==> src/rmf_pkg.sv <==
// Shared types and constants for the RGB matrix frame store.
// Holds the transaction structs, command codes and packet opcodes.
// No dependencies.
`timescale 1ns / 1ps

package rmf_pkg;

  // Command codes carried in the cmd field
  localparam logic [2:0] CMD_SET_PIXEL = 3'd0;
  localparam logic [2:0] CMD_FILL      = 3'd1;
  localparam logic [2:0] CMD_CLEAR     = 3'd2;
  localparam logic [2:0] CMD_DRAW_BITS = 3'd3;
  localparam logic [2:0] CMD_SHOW      = 3'd4;

  // Packet opcodes, first byte of every packet
  localparam logic [7:0] OP_SET_FRAME = 8'h02;
  localparam logic [7:0] OP_CLEAR     = 8'h20;
  localparam logic [7:0] OP_FILL      = 8'h21;

  // Leftmost pixel of a bitmap byte
  localparam logic [7:0] BIT_LEFT = 8'h80;

  // Largest number of bits drawn from one bitmap byte
  localparam logic [3:0] MAX_BITS = 4'd8;

  typedef struct packed {
    logic [2:0] cmd;
    logic [7:0] x_position;
    logic [7:0] y_position;
    logic [7:0] red_level;
    logic [7:0] green_level;
    logic [7:0] blue_level;
    logic [7:0] bit_row;
    logic [3:0] bit_count;
  } in_item_t;

  typedef struct packed {
    logic [63:0] packet_bytes;
    logic [3:0]  byte_count;
    logic        last_chunk;
    logic [6:0]  target_address;
  } out_item_t;

  // One packet byte handed from the sequencer to the chunk packer
  typedef struct packed {
    logic       push;
    logic [7:0] data;
    logic       last;
  } byte_push_t;

endpackage

==> src/rmf_ram.sv <==
// Generic single-write, single-read RAM with registered read data.
// Used for the pixel store. No dependencies.
`timescale 1ns / 1ps

module rmf_ram #(
  parameter int DATA_WIDTH = 24,
  parameter int DEPTH      = 128,
  parameter int ADDR_WIDTH = (DEPTH > 1) ? $clog2(DEPTH) : 1
) (
  input  logic                  clk,
  input  logic                  we,
  input  logic [ADDR_WIDTH-1:0] wr_addr,
  input  logic [DATA_WIDTH-1:0] wr_data,
  input  logic                  rd_en,
  input  logic [ADDR_WIDTH-1:0] rd_addr,
  output logic [DATA_WIDTH-1:0] rd_data
);

  logic [DATA_WIDTH-1:0] mem [DEPTH];
  logic [DATA_WIDTH-1:0] rd_data_r;

  // Write port and registered read port
  always_ff @(posedge clk) begin
    if (we) begin
      mem[wr_addr] <= wr_data;
    end
    if (rd_en) begin
      rd_data_r <= mem[rd_addr];
    end
  end

  assign rd_data = rd_data_r;

endmodule

==> src/rmf_packer.sv <==
// Chunk packer: gathers packet bytes one at a time into chunks of up to
// eight bytes and holds each finished chunk in the output register.
// Depends on rmf_pkg.
`timescale 1ns / 1ps

module rmf_packer (
  input  logic               clk,
  input  logic               rst_n,
  input  rmf_pkg::byte_push_t push,
  output logic               push_rdy,
  input  logic [6:0]         target_address,
  output logic               out_valid,
  input  logic               out_stall,
  output rmf_pkg::out_item_t out_data
);

  import rmf_pkg::*;

  logic [63:0] chunk_r;
  logic [2:0]  cnt_r;
  logic        out_valid_r;
  out_item_t   out_data_r;

  logic        completes;
  logic        out_free;
  logic [63:0] merged;

  // A byte that closes a chunk needs a free output register
  assign completes = push.last || (cnt_r == 3'd7);
  assign out_free  = !out_valid_r || !out_stall;
  assign push_rdy  = !completes || out_free;

  // Insert the byte at the next free lane
  assign merged = chunk_r | ({56'b0, push.data} << {cnt_r, 3'b000});

  // Hold the chunk being built and the output transaction
  always_ff @(posedge clk) begin
    if (!rst_n) begin
      out_valid_r <= 1'b0;
      cnt_r       <= 3'd0;
      chunk_r     <= '0;
    end else begin
      if (push.push && push_rdy) begin
        if (completes) begin
          out_data_r.packet_bytes   <= merged;
          out_data_r.byte_count     <= {1'b0, cnt_r} + 4'd1;
          out_data_r.last_chunk     <= push.last;
          out_data_r.target_address <= target_address;
          out_valid_r               <= 1'b1;
          cnt_r                     <= 3'd0;
          chunk_r                   <= '0;
        end else begin
          chunk_r <= merged;
          cnt_r   <= cnt_r + 3'd1;
          if (out_valid_r && !out_stall) begin
            out_valid_r <= 1'b0;
          end
        end
      end else if (out_valid_r && !out_stall) begin
        out_valid_r <= 1'b0;
      end
    end
  end

  assign out_valid = out_valid_r;
  assign out_data  = out_data_r;

`ifndef NO_ASSERTIONS
  a_full_unless_last: assert property (@(posedge clk) disable iff (!rst_n)
    out_valid_r && !out_data_r.last_chunk |-> out_data_r.byte_count == 4'd8)
    else $error("non-final chunk is not full");

  a_count_range: assert property (@(posedge clk) disable iff (!rst_n)
    out_valid_r |-> out_data_r.byte_count != 4'd0 && out_data_r.byte_count <= 4'd8)
    else $error("chunk byte count out of range");

  a_restart_after_last: assert property (@(posedge clk) disable iff (!rst_n)
    push.push && push_rdy && push.last |=> cnt_r == 3'd0 && chunk_r == '0)
    else $error("packer not emptied after final byte");
`endif

endmodule

==> src/rgb_matrix_framebuffer.sv <==
// RGB matrix frame store. Set-pixel writes one pixel if it is in range; draw-bits
// walks min(bit_count, 8) bits of the bitmap row, leftmost first, along the row.
// Fill and clear: after dispatch, one store write a cycle over all
// MATRIX_WIDTH*MATRIX_HEIGHT addresses, then one header byte a cycle while the
// packer accepts it. Show: after dispatch, three header bytes, then per pixel one
// store read and three bytes through the byte-wide chunk packer, which can stall.
// Synchronous active-low reset, then a clearing pass over the whole store during
// which no transaction is accepted; bus address resets to zero.
`timescale 1ns / 1ps

module rgb_matrix_framebuffer #(
  parameter int MATRIX_WIDTH  = 16,
  parameter int MATRIX_HEIGHT = 8
) (
  input  logic               clk,
  input  logic               rst_n,
  input  logic               in_valid,
  output logic               in_stall,
  input  rmf_pkg::in_item_t  in_data,
  output logic               out_valid,
  input  logic               out_stall,
  output rmf_pkg::out_item_t out_data,
  input  logic               cfg_wr_en,
  input  logic [6:0]         cfg_wr_data
);

  import rmf_pkg::*;

  localparam int PIXELS = MATRIX_WIDTH * MATRIX_HEIGHT;
  localparam int AW     = (PIXELS > 1) ? $clog2(PIXELS) : 1;
  localparam logic [AW-1:0] LAST_ADDR = AW'(PIXELS - 1);
  localparam logic [AW-1:0] ADDR_ONE  = AW'(1);
  localparam logic [8:0]    COL_LIMIT = 9'(MATRIX_WIDTH);
  localparam logic [8:0]    ROW_LIMIT = 9'(MATRIX_HEIGHT);

  typedef enum logic [2:0] {
    S_INIT,
    S_IDLE,
    S_SWEEP,
    S_DRAW,
    S_HDR,
    S_RD,
    S_PIX
  } state_t;

  state_t        state_r;
  logic [6:0]    bus_address_r;
  logic [AW-1:0] addr_r;
  logic [AW-1:0] pix_r;
  logic [23:0]   colour_r;
  logic [7:0]    col_r;
  logic [7:0]    y_r;
  logic [7:0]    bits_r;
  logic [3:0]    rem_r;
  logic [2:0]    hdr_r;
  logic [1:0]    comp_r;
  logic [7:0]    op_r;

  logic          ram_we;
  logic [AW-1:0] ram_wr_addr;
  logic [23:0]   ram_wr_data;
  logic          ram_rd_en;
  logic [23:0]   ram_rd_data;
  logic          in_range;
  logic [AW-1:0] draw_addr;
  byte_push_t    push;
  logic          push_rdy;
  logic          push_ok;

  // Pixel store
  rmf_ram #(
    .DATA_WIDTH(24),
    .DEPTH     (PIXELS),
    .ADDR_WIDTH(AW)
  ) u_store (
    .clk    (clk),
    .we     (ram_we),
    .wr_addr(ram_wr_addr),
    .wr_data(ram_wr_data),
    .rd_en  (ram_rd_en),
    .rd_addr(pix_r),
    .rd_data(ram_rd_data)
  );

  // Chunk packer and output register
  rmf_packer u_packer (
    .clk           (clk),
    .rst_n         (rst_n),
    .push          (push),
    .push_rdy      (push_rdy),
    .target_address(bus_address_r),
    .out_valid     (out_valid),
    .out_stall     (out_stall),
    .out_data      (out_data)
  );

  // Clip the current draw column and row, and form the store address
  assign in_range  = ({1'b0, col_r} < COL_LIMIT) && ({1'b0, y_r} < ROW_LIMIT);
  assign draw_addr = AW'(int'(y_r) * MATRIX_WIDTH + int'(col_r));
  assign push_ok   = push.push && push_rdy;
  assign in_stall  = (state_r != S_IDLE);

  // Drive store accesses and packet bytes from the current step
  always_comb begin
    ram_we      = 1'b0;
    ram_wr_addr = addr_r;
    ram_wr_data = colour_r;
    ram_rd_en   = 1'b0;
    push        = '0;
    case (state_r)
      S_INIT: begin
        ram_we      = 1'b1;
        ram_wr_data = '0;
      end
      S_SWEEP: begin
        ram_we = 1'b1;
      end
      S_DRAW: begin
        ram_wr_addr = draw_addr;
        ram_we      = (rem_r != 4'd0) && ((bits_r & BIT_LEFT) != 8'd0) && in_range;
      end
      S_RD: begin
        ram_rd_en = 1'b1;
      end
      S_HDR: begin
        push.push = 1'b1;
        case (hdr_r)
          3'd0:    push.data = op_r;
          3'd3:    push.data = colour_r[23:16];
          3'd4:    push.data = colour_r[15:8];
          3'd5:    push.data = colour_r[7:0];
          default: push.data = 8'd0;
        endcase
        push.last = ((op_r == OP_FILL) && (hdr_r == 3'd5)) ||
                    ((op_r == OP_CLEAR) && (hdr_r == 3'd2));
      end
      S_PIX: begin
        push.push = 1'b1;
        case (comp_r)
          2'd0:    push.data = ram_rd_data[23:16];
          2'd1:    push.data = ram_rd_data[15:8];
          default: push.data = ram_rd_data[7:0];
        endcase
        push.last = (comp_r == 2'd2) && (pix_r == LAST_ADDR);
      end
      default: begin
        push = '0;
      end
    endcase
  end

  // Sequencer: dispatch commands, sweep the store, walk draw bits and packet bytes
  always_ff @(posedge clk) begin
    if (!rst_n) begin
      state_r       <= S_INIT;
      addr_r        <= '0;
      bus_address_r <= 7'd0;
    end else begin
      if (cfg_wr_en) begin
        bus_address_r <= cfg_wr_data;
      end
      case (state_r)
        S_INIT: begin
          if (addr_r == LAST_ADDR) begin
            addr_r  <= '0;
            state_r <= S_IDLE;
          end else begin
            addr_r <= addr_r + ADDR_ONE;
          end
        end
        S_IDLE: begin
          if (in_valid) begin
            col_r    <= in_data.x_position;
            y_r      <= in_data.y_position;
            colour_r <= {in_data.green_level, in_data.blue_level, in_data.red_level};
            hdr_r    <= 3'd0;
            pix_r    <= '0;
            addr_r   <= '0;
            case (in_data.cmd)
              CMD_SET_PIXEL: begin
                bits_r  <= BIT_LEFT;
                rem_r   <= 4'd1;
                state_r <= S_DRAW;
              end
              CMD_DRAW_BITS: begin
                bits_r  <= in_data.bit_row;
                rem_r   <= (in_data.bit_count > MAX_BITS) ? MAX_BITS : in_data.bit_count;
                state_r <= S_DRAW;
              end
              CMD_FILL: begin
                op_r    <= OP_FILL;
                state_r <= S_SWEEP;
              end
              CMD_CLEAR: begin
                colour_r <= '0;
                op_r     <= OP_CLEAR;
                state_r  <= S_SWEEP;
              end
              CMD_SHOW: begin
                op_r    <= OP_SET_FRAME;
                state_r <= S_HDR;
              end
              default: begin
                state_r <= S_IDLE;
              end
            endcase
          end
        end
        S_SWEEP: begin
          if (addr_r == LAST_ADDR) begin
            addr_r  <= '0;
            state_r <= S_HDR;
          end else begin
            addr_r <= addr_r + ADDR_ONE;
          end
        end
        S_DRAW: begin
          if (rem_r == 4'd0) begin
            state_r <= S_IDLE;
          end else begin
            rem_r  <= rem_r - 4'd1;
            bits_r <= {bits_r[6:0], 1'b0};
            col_r  <= col_r + 8'd1;
          end
        end
        S_HDR: begin
          if (push_ok) begin
            if (push.last) begin
              state_r <= S_IDLE;
            end else if ((hdr_r == 3'd2) && (op_r == OP_SET_FRAME)) begin
              state_r <= S_RD;
            end else begin
              hdr_r <= hdr_r + 3'd1;
            end
          end
        end
        S_RD: begin
          comp_r  <= 2'd0;
          state_r <= S_PIX;
        end
        S_PIX: begin
          if (push_ok) begin
            if (comp_r == 2'd2) begin
              if (pix_r == LAST_ADDR) begin
                state_r <= S_IDLE;
              end else begin
                pix_r   <= pix_r + ADDR_ONE;
                state_r <= S_RD;
              end
            end else begin
              comp_r <= comp_r + 2'd1;
            end
          end
        end
        default: begin
          state_r <= S_IDLE;
        end
      endcase
    end
  end

`ifndef NO_ASSERTIONS
  a_no_write_while_sending: assert property (@(posedge clk) disable iff (!rst_n)
    (state_r == S_HDR || state_r == S_RD || state_r == S_PIX) |-> !ram_we)
    else $error("store written while a packet is being sent");

  a_dispatch: assert property (@(posedge clk) disable iff (!rst_n)
    in_valid && !in_stall && (in_data.cmd <= CMD_SHOW) |=> state_r != S_IDLE)
    else $error("accepted command did not start");

  a_draw_ends: assert property (@(posedge clk) disable iff (!rst_n)
    state_r == S_DRAW && rem_r == 4'd0 |=> state_r == S_IDLE)
    else $error("draw did not finish after its last bit");
`endif

endmodule
==> config.mk <==
export PLATFORM = sky130hd
export DESIGN_NAME = rgb_matrix_framebuffer
export DESIGN_NICKNAME = d
export VERILOG_FILES = /design/src/rmf_pkg.sv /design/src/rmf_ram.sv /design/src/rmf_packer.sv /design/src/rgb_matrix_framebuffer.sv
export SDC_FILE = /design/constraint.sdc
export NUM_CORES = 2
export LEC_CHECK = 0
export BUFFER_PORTS_ARGS = -buffer_cell sky130_fd_sc_hd__clkbuf_2
export CAP_MARGIN = 20
export CORE_MARGIN = 1.5
export CORE_UTILIZATION = 40
export CTS_BUF_LIST = sky130_fd_sc_hd__clkbuf_2
export DETAILED_ROUTE_END_ITERATION = 8
export SLEW_MARGIN = 0
export SYNTH_ARGS = -nofsm -noshare
export SYNTH_HDL_FRONTEND = slang
export SYNTH_SLANG_ARGS = --single-unit
==> constraint.sdc <==
create_clock -name clk -period 8.3 [get_ports clk]
set_input_delay 0.415 -clock clk [delete_from_list [all_inputs] [get_ports clk]]
set_output_delay 0.415 -clock clk [all_outputs]
set_load 0.03 [all_outputs]
==> results by group <==
Run
  – Max_cap viols: 0

Timing
  – Final Hold Violating Endpoints: 0
  – Slew Limit Fails: 0
  – Setup-failing EPs final: 0
  – Tcrit/Tclk final: 60.3%
  – Worst slew pin tran: 1.31 ns
  – Crit path time final: 5.01 ns
  – Setup TNS Final: 0 ns
  – Worst Clk Skew: 0.255 ns
  – Highest Clock Rate: 200 MHz
  – RSZ-0062 raised after global routing: false
  – Slew Limit Headroom: 12.8%

Power and ir drop
  – VDD IR max: 0.248 mV
  – Static leakage: 47.4 nW
  – Power per cell area: 250 nW/um^2

Setup path
  – CP Capture Type: register
  – Crit path DAT: 6.82 ns
  – Crit-path max FO: 61
  – Setup slack, reg-to-reg: 3.29 ns
  – R2R cell count: 8
  – R2r endpoint: u_store.rd_data[12]$_DFFE_PP_
  – Critical path class: reg -> reg
  – CP required: 10.11 ns
  – Critical Path Start Type: register
  – RR Startpoint: pix_r[0]$_SDFFCE_PP0P_

Floorplan
  – Starting Density: 40.3%
  – Die width: 569 um
  – Die ar.: 324000 sq um
  – IO Pins: 145
  – Row count: 207
  – Core area: 318000 sq um
  – Die height: 569 um

Layout
  – Register area: 99000 sq um
  – Multi-input gate area: 27900 sq um
  – Fin util: 45.5%
  – Synthesis-to-finish area growth: 13.1%
  – Cell area after layout: 145000 sq um
  – Commonest non-fill, non-tap cell in the layout: edfxtp_1
  – Commonest non-fill, non-tap cells in the layout: 3239 x edfxtp_1, 1266 x clkbuf_2, 768 x mux4_2, 253 x dlygate4sd3_1, 253 x buf_4
  – Finished Layout Cells: 11.9k
  – Fin nets: 7181
  – Share of post-route cells with drive strength above 1: 34.0%
  – FILL cells: 26.9k

CTS
  – CTS buffer count: 789
  – CTS tree: yes
  – Post_cts resized: 0
  – Worst-path clk slew: 0.12 ns
  – Clk buf depth: 4
  – CTS Root Cell: clkbuf_2
  – CTS sink count: 3324
  – CTS H-tree depth: 6
  – Setup bufs post-CTS: 0
  – Worst skew pair latency: 2.25 ns

GRT
  – Global route overflow: 0
  – Largest net degree at the start of global routing: 114
  – First-pass GRT wire length: 521 mm
  – Vias in the first global route: 70.3k
  – Overall routing resource usage: 22.6%
  – Initial antenna violation count: 23

Synthesis
  – Syn Nets: 6038
  – Sequential share of the synthesized area: 77.2%
  – Distinct cells, synth: 79
  – Async SR Flop Fraction: 0%
  – Ys Warns: 0
  – Cells after synthesis: 5955
  – Netlist Area Pre-Place: 128000 sq um
  – Flops & latches, synth: 3324
  – Synth Flop Type: edfxtp_1
  – Avg Cell Area, Syn: 21.5 sq um
  – Post-synth EDFFs: 3239

Place
  – Placed instance area: 135000 sq um
  – RePlAce Congestion: 0.873
  – Port-buffer cells: 144
  – Dpl cells: 10.2k
  – Post-detail-place hpwl: 208 mm

Route
  – Post-DRT Antenna Nets: 0
  – Avg WL per Cell: 31.3 um
  – Initial DRC count: 9159
  – Detailed Route WL: 371 mm
  – Pre-antenna DRT Iters: 6
  – Vias post-DR: 69.0k
  – Vias/cell: 5.82
  – DRC viols: 0

Hold path
  – Hold path depth: 5
  – Worst hold path type: in -> reg
  – Hold Startpoint: in_data[18]
  – WHS Endpoint: colour_r[14]$_SDFFCE_PP0P_

Outcome
  – Status: finished, final reports clean
## layer usage
| metal | vias to the layer above | track usage [%] | wire length [um] |
|---|---|---|---|
| met5 | - | 0 | 104 |
| met4 | 14 | 8.81 | 13400 |
| met3 | 669 | 5.22 | 36200 |
| met2 | 3816 | 36.3 | 178000 |
| met1 | 36600 | 30.0 | 143000 |
| li1 | 27800 | - | - |
## state kept, by name, summed over array words and instances, names as in the netlist, 8 cells and up
name / flops
bits_r: 8
u_packer.chunk_r: 64
colour_r: 24
u_packer.out_data: 76
u_store.rd_data: 24
col_r: 8
y_r: 8
u_store.mem: 3072
## metrics by stage
stage	setup slack, ns	hold slack [ns]	total power [mW]
floorplan	2.35	0.408	23.6
global placement	2.78	0.408	25.6
detailed placement	3.24	0.416	25.8
CTS	3.23	0.0102	36.3
global route	3.03	0.224	37.5
finish	3.29	0.297	36.2
## worst max-delay path: stages (launching register included)
cell and delay [ns]:
edfxtp_1 1.07, buf_12 0.46, buf_4 0.53, mux4_2 0.56, a22oi_1 0.58, o211ai_1 0.26
nor2_1 0.87, o21a_1 0.24, a221oi_1 0.04
## power breakdown
part	internal (mW)	switching [mW]	total (mW)
registers	20.6	0.104	20.7
logic	0.988	3.91	4.90
clock network	3.84	6.68	10.5
## cells by family after synthesis
group | count (synthesis) | share of synthesized area, %
and+or+nand+nor | 625 | 2.25
adders and majority gates | 16 | 0.162
buffers and inverters | 346 | 1.53
muxes | 992 | 15.3
DFF | 3324 | 77.2
AOI/OAI and AO/OA | 635 | 3.47
xor gates and xnor gates | 17 | 0.116
## cell type report
| cell class | count | share of cell area [%] |
|---|---|---|
| Clock buffer | 1122 | 3.88 |
| Inverter | 20 | 0.0553 |
| Tap cell | 4180 | 3.61 |
| Sequential cell | 3324 | 68.3 |
| Multi-Input combinational cell | 2285 | 19.3 |
| Antenna cell | 10 | 0.0173 |
| Timing Repair Buffer | 678 | 3.91 |
| Clock inverter | 234 | 0.983 |
## synth_stat cells, types with 64 or more instances
library cell | number | share of area [%]
a21oi_1 | 87 | 0.34
a22oi_1 | 111 | 0.65
buf_2 | 95 | 0.37
clkbuf_1 | 114 | 0.33
dfxtp_1 | 85 | 1.3
edfxtp_1 | 3239 | 76
mux2i_1 | 207 | 1.6
mux4_2 | 768 | 13
nand2_1 | 184 | 0.54
nor2_1 | 231 | 0.68
nor2b_1 | 66 | 0.32
o21ai_0 | 89 | 0.35
o21bai_1 | 64 | 0.37
## worst max path at each step
stage	start	endpoint	slack (ns)	depth (start not counted)
floorplan	pix_r[0]$_SDFFCE_PP0P_	u_packer.out_data[0]$_DFFE_PP_	2.35	5
global placement	pix_r[0]$_SDFFCE_PP0P_	u_store.rd_data[11]$_DFFE_PP_	2.78	7
detailed placement	pix_r[0]$_SDFFCE_PP0P_	u_store.rd_data[12]$_DFFE_PP_	3.24	8
CTS	pix_r[0]$_SDFFCE_PP0P_	u_store.rd_data[12]$_DFFE_PP_	3.23	8
global route	pix_r[0]$_SDFFCE_PP0P_	u_store.rd_data[12]$_DFFE_PP_	3.03	8
finish	pix_r[0]$_SDFFCE_PP0P_	u_store.rd_data[12]$_DFFE_PP_	3.29	8
## timing repair
| action | in CTS | in global routing |
|---|---|---|
| hold endpoints to repair | 283 | 0 |
| hold buffers | 253 | 0 |
| setup endpoints to repair | 0 | 0 |
No activity file was read; power rests on OpenSTA's default activity.
